--- src/rtl/core/mkdt_pkg.sv ---
// Shared types and constants for the MAC-keyed device table.
package mkdt_pkg;

    localparam int ENTRIES   = 16;
    localparam int IDX_W     = (ENTRIES > 1) ? $clog2(ENTRIES) : 1;
    localparam int CNT_W     = $clog2(ENTRIES + 1);
    localparam int ADDR_W    = 48;
    localparam int STR_W     = 8;
    localparam int TIME_W    = 32;
    localparam int OUT_IDX_W = 4;

    typedef enum logic [1:0] {
        ST_UPDATED = 2'd0,
        ST_ADDED   = 2'd1,
        ST_FULL    = 2'd2
    } status_t;

    // One entry's payload beside its address
    typedef struct packed {
        logic [STR_W-1:0]  strength;
        logic [TIME_W-1:0] last_seen;
        logic [TIME_W-1:0] previous_seen;
    } rec_t;

    // Memory access request from the sequencer to the store
    typedef struct packed {
        logic [IDX_W-1:0]  addr_rd_idx;
        logic [IDX_W-1:0]  rec_rd_idx;
        logic              addr_wr_en;
        logic              rec_wr_en;
        logic [IDX_W-1:0]  wr_idx;
        logic [ADDR_W-1:0] wr_addr;
        rec_t              wr_rec;
    } mem_req_t;

endpackage

--- src/rtl/core/mkdt_store.sv ---
// Entry storage: address memory and record memory, synchronous registered reads.
module mkdt_store (
    input  logic                       clk,
    input  mkdt_pkg::mem_req_t         req,
    output logic [mkdt_pkg::ADDR_W-1:0] rd_addr,
    output mkdt_pkg::rec_t             rd_rec
);
    import mkdt_pkg::*;

    logic [ADDR_W-1:0] addr_mem [ENTRIES];
    rec_t              rec_mem  [ENTRIES];

    always_ff @(posedge clk)
    begin
        if (req.addr_wr_en)
        begin
            addr_mem[req.wr_idx] <= req.wr_addr;
        end
        rd_addr <= addr_mem[req.addr_rd_idx];
    end

    always_ff @(posedge clk)
    begin
        if (req.rec_wr_en)
        begin
            rec_mem[req.wr_idx] <= req.wr_rec;
        end
        rd_rec <= rec_mem[req.rec_rd_idx];
    end

endmodule

--- src/rtl/core/mkdt_ctrl.sv ---
// Lookup sequencer: scans stored addresses, updates or appends, drives the result register.
module mkdt_ctrl (
    input  logic                         clk,
    input  logic                         rst_n,
    input  logic                         in_valid,
    output logic                         in_stall,
    input  logic [mkdt_pkg::ADDR_W-1:0]  device_address,
    input  logic [mkdt_pkg::STR_W-1:0]   signal_strength,
    input  logic [mkdt_pkg::TIME_W-1:0]  now_ms,
    output logic                         out_valid,
    input  logic                         out_stall,
    output mkdt_pkg::status_t            status,
    output logic [mkdt_pkg::OUT_IDX_W-1:0] entry_index,
    output logic [mkdt_pkg::TIME_W-1:0]  since_previous_ms,
    output mkdt_pkg::mem_req_t           req,
    input  logic [mkdt_pkg::ADDR_W-1:0]  rd_addr,
    input  mkdt_pkg::rec_t               rd_rec
);
    import mkdt_pkg::*;

    typedef enum logic [2:0] {
        S_IDLE,
        S_SCAN,
        S_HIT,
        S_MISS,
        S_OUT
    } state_t;

    state_t            state_reg;
    logic [CNT_W-1:0]  count_reg;
    logic [IDX_W-1:0]  scan_idx_reg;
    logic [ADDR_W-1:0] item_addr_reg;
    logic [STR_W-1:0]  item_str_reg;
    logic [TIME_W-1:0] item_now_reg;
    status_t           pend_status_reg;
    logic [IDX_W-1:0]  pend_idx_reg;
    logic [TIME_W-1:0] pend_since_reg;
    logic              out_valid_reg;
    status_t           status_reg;
    logic [OUT_IDX_W-1:0] entry_index_reg;
    logic [TIME_W-1:0] since_reg;

    logic in_xfer;
    logic out_free;
    logic addr_match;
    logic scan_last;
    logic table_full;

    assign in_stall   = (state_reg != S_IDLE);
    assign in_xfer    = in_valid && !in_stall;
    assign out_free   = !out_valid_reg || !out_stall;
    assign addr_match = (rd_addr == item_addr_reg);
    assign scan_last  = ((CNT_W'(scan_idx_reg) + CNT_W'(1)) == count_reg);
    assign table_full = (count_reg == CNT_W'(ENTRIES));

    assign out_valid         = out_valid_reg;
    assign status            = status_reg;
    assign entry_index       = entry_index_reg;
    assign since_previous_ms = since_reg;

    always_comb
    begin
        req             = '0;
        req.rec_rd_idx  = scan_idx_reg;
        req.addr_rd_idx = (state_reg == S_SCAN) ? scan_idx_reg + IDX_W'(1) : '0;
        req.wr_addr     = item_addr_reg;
        req.wr_rec.strength  = item_str_reg;
        req.wr_rec.last_seen = item_now_reg;
        unique case (state_reg)
            S_HIT:
            begin
                req.rec_wr_en            = 1'b1;
                req.wr_idx               = scan_idx_reg;
                req.wr_rec.previous_seen = rd_rec.last_seen;
            end
            S_MISS:
            begin
                req.addr_wr_en           = !table_full;
                req.rec_wr_en            = !table_full;
                req.wr_idx               = IDX_W'(count_reg);
                req.wr_rec.previous_seen = '0;
            end
            default:
            begin
                req.wr_idx = scan_idx_reg;
            end
        endcase
    end

    always_ff @(posedge clk or negedge rst_n)
    begin
        if (!rst_n)
        begin
            state_reg     <= S_IDLE;
            count_reg     <= '0;
            out_valid_reg <= 1'b0;
        end
        else
        begin
            // S_OUT drives the result valid itself
            if (out_valid_reg && !out_stall && (state_reg != S_OUT))
            begin
                out_valid_reg <= 1'b0;
            end
            unique case (state_reg)
                S_IDLE:
                begin
                    if (in_xfer)
                    begin
                        item_addr_reg <= device_address;
                        item_str_reg  <= signal_strength;
                        item_now_reg  <= now_ms;
                        scan_idx_reg  <= '0;
                        state_reg     <= (count_reg == '0) ? S_MISS : S_SCAN;
                    end
                end
                S_SCAN:
                begin
                    // rd_addr holds the entry at scan_idx_reg
                    if (addr_match)
                    begin
                        state_reg <= S_HIT;
                    end
                    else if (scan_last)
                    begin
                        state_reg <= S_MISS;
                    end
                    else
                    begin
                        scan_idx_reg <= scan_idx_reg + IDX_W'(1);
                    end
                end
                S_HIT:
                begin
                    pend_status_reg <= ST_UPDATED;
                    pend_idx_reg    <= scan_idx_reg;
                    pend_since_reg  <= item_now_reg - rd_rec.last_seen;
                    state_reg       <= S_OUT;
                end
                S_MISS:
                begin
                    pend_since_reg <= '0;
                    if (table_full)
                    begin
                        pend_status_reg <= ST_FULL;
                        pend_idx_reg    <= '0;
                    end
                    else
                    begin
                        pend_status_reg <= ST_ADDED;
                        pend_idx_reg    <= IDX_W'(count_reg);
                        count_reg       <= count_reg + CNT_W'(1);
                    end
                    state_reg <= S_OUT;
                end
                S_OUT:
                begin
                    if (out_free)
                    begin
                        out_valid_reg   <= 1'b1;
                        status_reg      <= pend_status_reg;
                        entry_index_reg <= OUT_IDX_W'(pend_idx_reg);
                        since_reg       <= pend_since_reg;
                        state_reg       <= S_IDLE;
                    end
                end
                default:
                begin
                    state_reg <= S_IDLE;
                end
            endcase
        end
    end

endmodule

--- src/rtl/core/mac_keyed_device_table_core.sv ---
// Result follows the scan of stored entries: a hit goes SCAN, HIT, OUT; a miss goes SCAN, MISS, OUT;
// an empty table goes straight to MISS, then OUT; a stalled earlier result holds OUT until it drains.
// Throughput: one item at a time; the address memory's single read port,
// one word per cycle, sets the scan length.
// Reset (rst_n, async, active low) clears entry count, sequencer state and result valid;
// memory contents are left as they are and never used before being written.
module mac_keyed_device_table_core (
    input  logic                           clk,
    input  logic                           rst_n,
    // input channel: one advertisement per transfer
    input  logic                           in_valid,
    output logic                           in_stall,
    input  logic [mkdt_pkg::ADDR_W-1:0]    device_address,
    input  logic [mkdt_pkg::STR_W-1:0]     signal_strength,
    input  logic [mkdt_pkg::TIME_W-1:0]    now_ms,
    // output channel: one result per accepted advertisement
    output logic                           out_valid,
    input  logic                           out_stall,
    output mkdt_pkg::status_t              status,
    output logic [mkdt_pkg::OUT_IDX_W-1:0] entry_index,
    output logic [mkdt_pkg::TIME_W-1:0]    since_previous_ms
);
    import mkdt_pkg::*;

    // Sequencer to memory requests and the registered read data back
    mem_req_t          req;
    logic [ADDR_W-1:0] rd_addr;
    rec_t              rd_rec;

    // Sequencer: reads one stored address per cycle, compares it against the
    // incoming address, then either rewrites the hit record (old last time
    // becomes previous time) or appends a new entry when room is left.
    // The result register decouples the output side, so a new transfer is
    // taken while an earlier result still waits downstream.
    mkdt_ctrl u_ctrl (
        .clk               (clk),
        .rst_n             (rst_n),
        .in_valid          (in_valid),
        .in_stall          (in_stall),
        .device_address    (device_address),
        .signal_strength   (signal_strength),
        .now_ms            (now_ms),
        .out_valid         (out_valid),
        .out_stall         (out_stall),
        .status            (status),
        .entry_index       (entry_index),
        .since_previous_ms (since_previous_ms),
        .req               (req),
        .rd_addr           (rd_addr),
        .rd_rec            (rd_rec)
    );

    // Entry memories: addresses in one array, strength and times in another.
    // Writes are issued in HIT or MISS, before OUT, so they land before the next item's first read.
    mkdt_store u_store (
        .clk     (clk),
        .req     (req),
        .rd_addr (rd_addr),
        .rd_rec  (rd_rec)
    );

endmodule

--- config.mk ---
export PLATFORM = sky130hd
export DESIGN_NAME = mac_keyed_device_table_core
export DESIGN_NICKNAME = d
export VERILOG_FILES = /design/src/rtl/core/mkdt_pkg.sv /design/src/rtl/core/mkdt_store.sv /design/src/rtl/core/mkdt_ctrl.sv /design/src/rtl/core/mac_keyed_device_table_core.sv
export SDC_FILE = /design/constraint.sdc
export NUM_CORES = 2
export LEC_CHECK = 0
export BUFFER_PORTS_ARGS = -buffer_cell sky130_fd_sc_hd__buf_2
export CAP_MARGIN = 30
export CORE_AREA = 2 2 364 366
export DETAILED_ROUTE_END_ITERATION = 6
export DIE_AREA = 0 0 366 368
export PLACE_DENSITY = 0.72
export REMOVE_ABC_BUFFERS = 1
export SLEW_MARGIN = 20
export SYNTH_ARGS = -nofsm -noshare
export SYNTH_HDL_FRONTEND = slang
export SYNTH_SLANG_ARGS = --single-unit
export TNS_END_PERCENT = 50
--- constraint.sdc ---
create_clock -name clk -period 4.5 [get_ports clk]
set_input_delay 0.9 -clock clk [delete_from_list [all_inputs] [get_ports clk]]
set_output_delay 0.9 -clock clk [all_outputs]
set_load 0.03 [all_outputs]
==> reports/metrics.yaml <==
path_clk_slew_ns: 0.06
finalSetupViolCount: 0
wl_per_cell_um: 24.9
drc: 0
relSlewSlack_pct: 30.9
die_h_um: 368
top_register: "u_store.addr_mem"
gp_congestion: 0.811
io_pins: 132
synth_edf_count: 1440
cts_made_buffers: 152
areaGrowthSynthToFinish_pct: 13.8
grt_use_met3_pct: 3.42
grt_overflow: 0
drive_above_1_share_pct: 18.5
yosysMostFrequentCell: "edfxtp_1"
coreArea_um2: 131000
finalWirelength_um: 129000
cts_htree_levels: 4
largest_reg_flops: 768
holdWs_ns: 0.285
fin_skew_ns: 0.0349
cts_tree: "built"
run_status: "completed"
hold_path_class: "input port to flop"
min_from: "now_ms[13]"
syn_avg_cell_area_um2: 18.6
postLayoutCellArea_um2: 66700
fin_total_pwr_mw: 42.6
firstDrtPassIters: 5
hold_viol_final: 0
syn_inst: 3148
r2r-start: "u_ctrl.scan_idx_reg[0]"
grt_pass1_vias: 29870
crit_path_end_kind: "flop"
insertion_delay_ns: 0.79
critPathArrivalTime_ns: 3.96
grt_setup_unrepaired: "false"
final_net_count: 3436
p_leak_nw: 21.5
p_per_area_nw_per_um2: 638
numClockSinks: 1529
top_regs: "u_store.addr_mem: 768 flops, u_store.rec_mem: 512 flops"
synth.yosys.warnings: 0
cts_setup_buffers: 0
worst-setup-path-type: "flop to flop"
grt_usage_pct: 18.9
max_freq_ghz: 0.286
synthArstFlopShare_pct: 0.589
vdd_drop_max_v: 0.000712
busiest_layer: "met2"
synth_top_area_cell: "edfxtp_1"
synth_top_area_share_pct: 73.8
required_ns: 4.96
gr-usage-met1_pct: 26.5
period_needed_ns: 3.49
slew_viol_final: 0
grt_pass1_wl_um: 191000
die_width_um: 366
viasPerCell: 5.81
initial_core_util_pct: 44.8
placed_area_um2: 61800
num_vias: 30159
path_max_fanout: 43
clockBufferDepth: 3
placement.io_buffers: 123
grt_max_degree: 153
grt.met2_usage_pct: 30.5
drtAntennaViolNets: 0
tightest_slew_ns: 1.04
start_kind: "flop"
cts-root-buf: "clkbuf_16"
critPathLaunch: "u_ctrl.scan_idx_reg[0]"
synthDistinctLibCells: 70
post-route-period-util_pct: 77.6
initialDrtViolationCount: 3152
ys_seq_area_share_pct: 76.9
mappedNetlistArea_um2: 58600
synthTopCellsByCount: "edfxtp_1 (1440), mux4_2 (160), mux2i_1 (151)"
die_area_um2: 135000
ys.flop_type: "edfxtp_1"
antenna_found_initial: 3
synth.area.top_cells: "edfxtp_1 (74%), mux4_2 (6.1%), dfxtp_1 (2.7%)"
maxCapViolCount: 0
ys_ff_latch: 1529
rows: 133
dp_hpwl_um: 65100
[per-stage QoR]
| stage | setup WS [ns] | util [%] | setup TNS [ns] | cells |
|---|---|---|---|---|
| after floorplan | -13.27 | - | -8795.37 | 2951 |
| after detailed placement | 0.950 | 47.2 | 0 | 4907 |
| final | 1.01 | 51.0 | 0 | 5191 |
| after global routing | 0.799 | 51.0 | 0 | 5191 |
| after CTS | 0.931 | 50.9 | 0 | 5188 |
| after global placement | 0.916 | 47.2 | 0 | 4902 |
[metal layers]
layer,wire length [µm],vias to the layer above,share of wire [%]
met2,62500,1179,48
met1,54900,15557,43
li1,-,13233,-
met4,2700,2,2.1
met3,9060,188,7.0
met5,11,-,0.0085
[kinds of logic (layout without fill, tap and decap cells)]
| group | count (synthesis) | in the layout | synth area share [%] |
|---|---|---|---|
| DFF | 1529 | 1529 | 76.9 |
| AOI/OAI and AO/OA | 697 | 697 | 8.22 |
| muxes | 311 | 311 | 8.73 |
| and+or+nand+nor | 258 | 258 | 2.29 |
| buffers and inverters | 243 | 530 | 1.97 |
| xor gates and xnor gates | 75 | 75 | 1.12 |
| adders and majority gates | 35 | 35 | 0.760 |
| other | 0 | 1 | 0 |
[critical path, cell delays in order (launching register included)]
cell and delay [ns]:
edfxtp_1 0.39, buf_4 0.26, buf_4 0.72, a31oi_2 0.45, buf_6 0.28, nor2_4 0.65
buf_4 0.38
[repair_timing]
item,in CTS,in global routing
resized for setup,0,0
hold buffers,1,0
hold endpoints to repair,9,0
[final cells by class]
cell class                 instances  area, µm²
clock inverter                    52        539
antenna                            1       2.50
multi-input combinational       1376      12700
sequential                      1529      45100
inverter                          46        178
tap                             1755       2200
clock buffer                     228       4330
timing repair buffer             204       1690
fill                           10364      64100
[worst paths after layout]
| check | endpoint | slack (ns) | cells after the start |
|---|---|---|---|
| worst min register to register | u_ctrl.since_previous_ms[16] | 0.42 | 0 |
| worst max register to register | u_store.addr_mem[13][44] | 1.01 | 6 |
| worst min-delay path | u_ctrl.item_now_reg[13] | 0.29 | 1 |
| worst max-delay path | u_store.addr_mem[13][44] | 1.01 | 6 |
| max in group asynchronous | u_ctrl.out_valid | 3.69 | 2 |
| min in group asynchronous | u_ctrl.state_reg[1] | 0.55 | 2 |
[report_power, final]
part           leakage, nW  switching [mW]  internal, mW
Sequential            13.7           0.521          16.5
Combinational         5.40            7.91          5.33
Clock                 2.35            5.26          7.01
[placed cells by master (no fill, tap or decap), types with 5 or more instances in the layout]
master and n:
edfxtp_1 1440, inv_1 44, nor2_4 36, o21ai_1 98
nand4_1 13, nor3_1 10, clkinvlp_4 6, a211oi_1 145
buf_2 123, and3_1 6, dfxtp_1 80, a21o_1 14
o211ai_1 50, and2_1 59, nor2_1 32, buf_12 36
clkinv_1 13, nor4_1 13, dfrtp_1 9, a31oi_1 7
nand2_1 40, clkinv_2 14, clkbuf_8 18, xnor2_1 12
a21oi_1 81, nand2b_1 8, bufinv_16 5, nor2b_1 9
o221ai_1 144, ha_1 34, clkbuf_16 155, o21ai_0 68
o22ai_1 50, mux2i_1 151, clkbuf_1 55, nand3_1 16
buf_4 41, mux4_2 160, xor2_1 63, inv_6 5
Power figures use the tool's default switching activity.
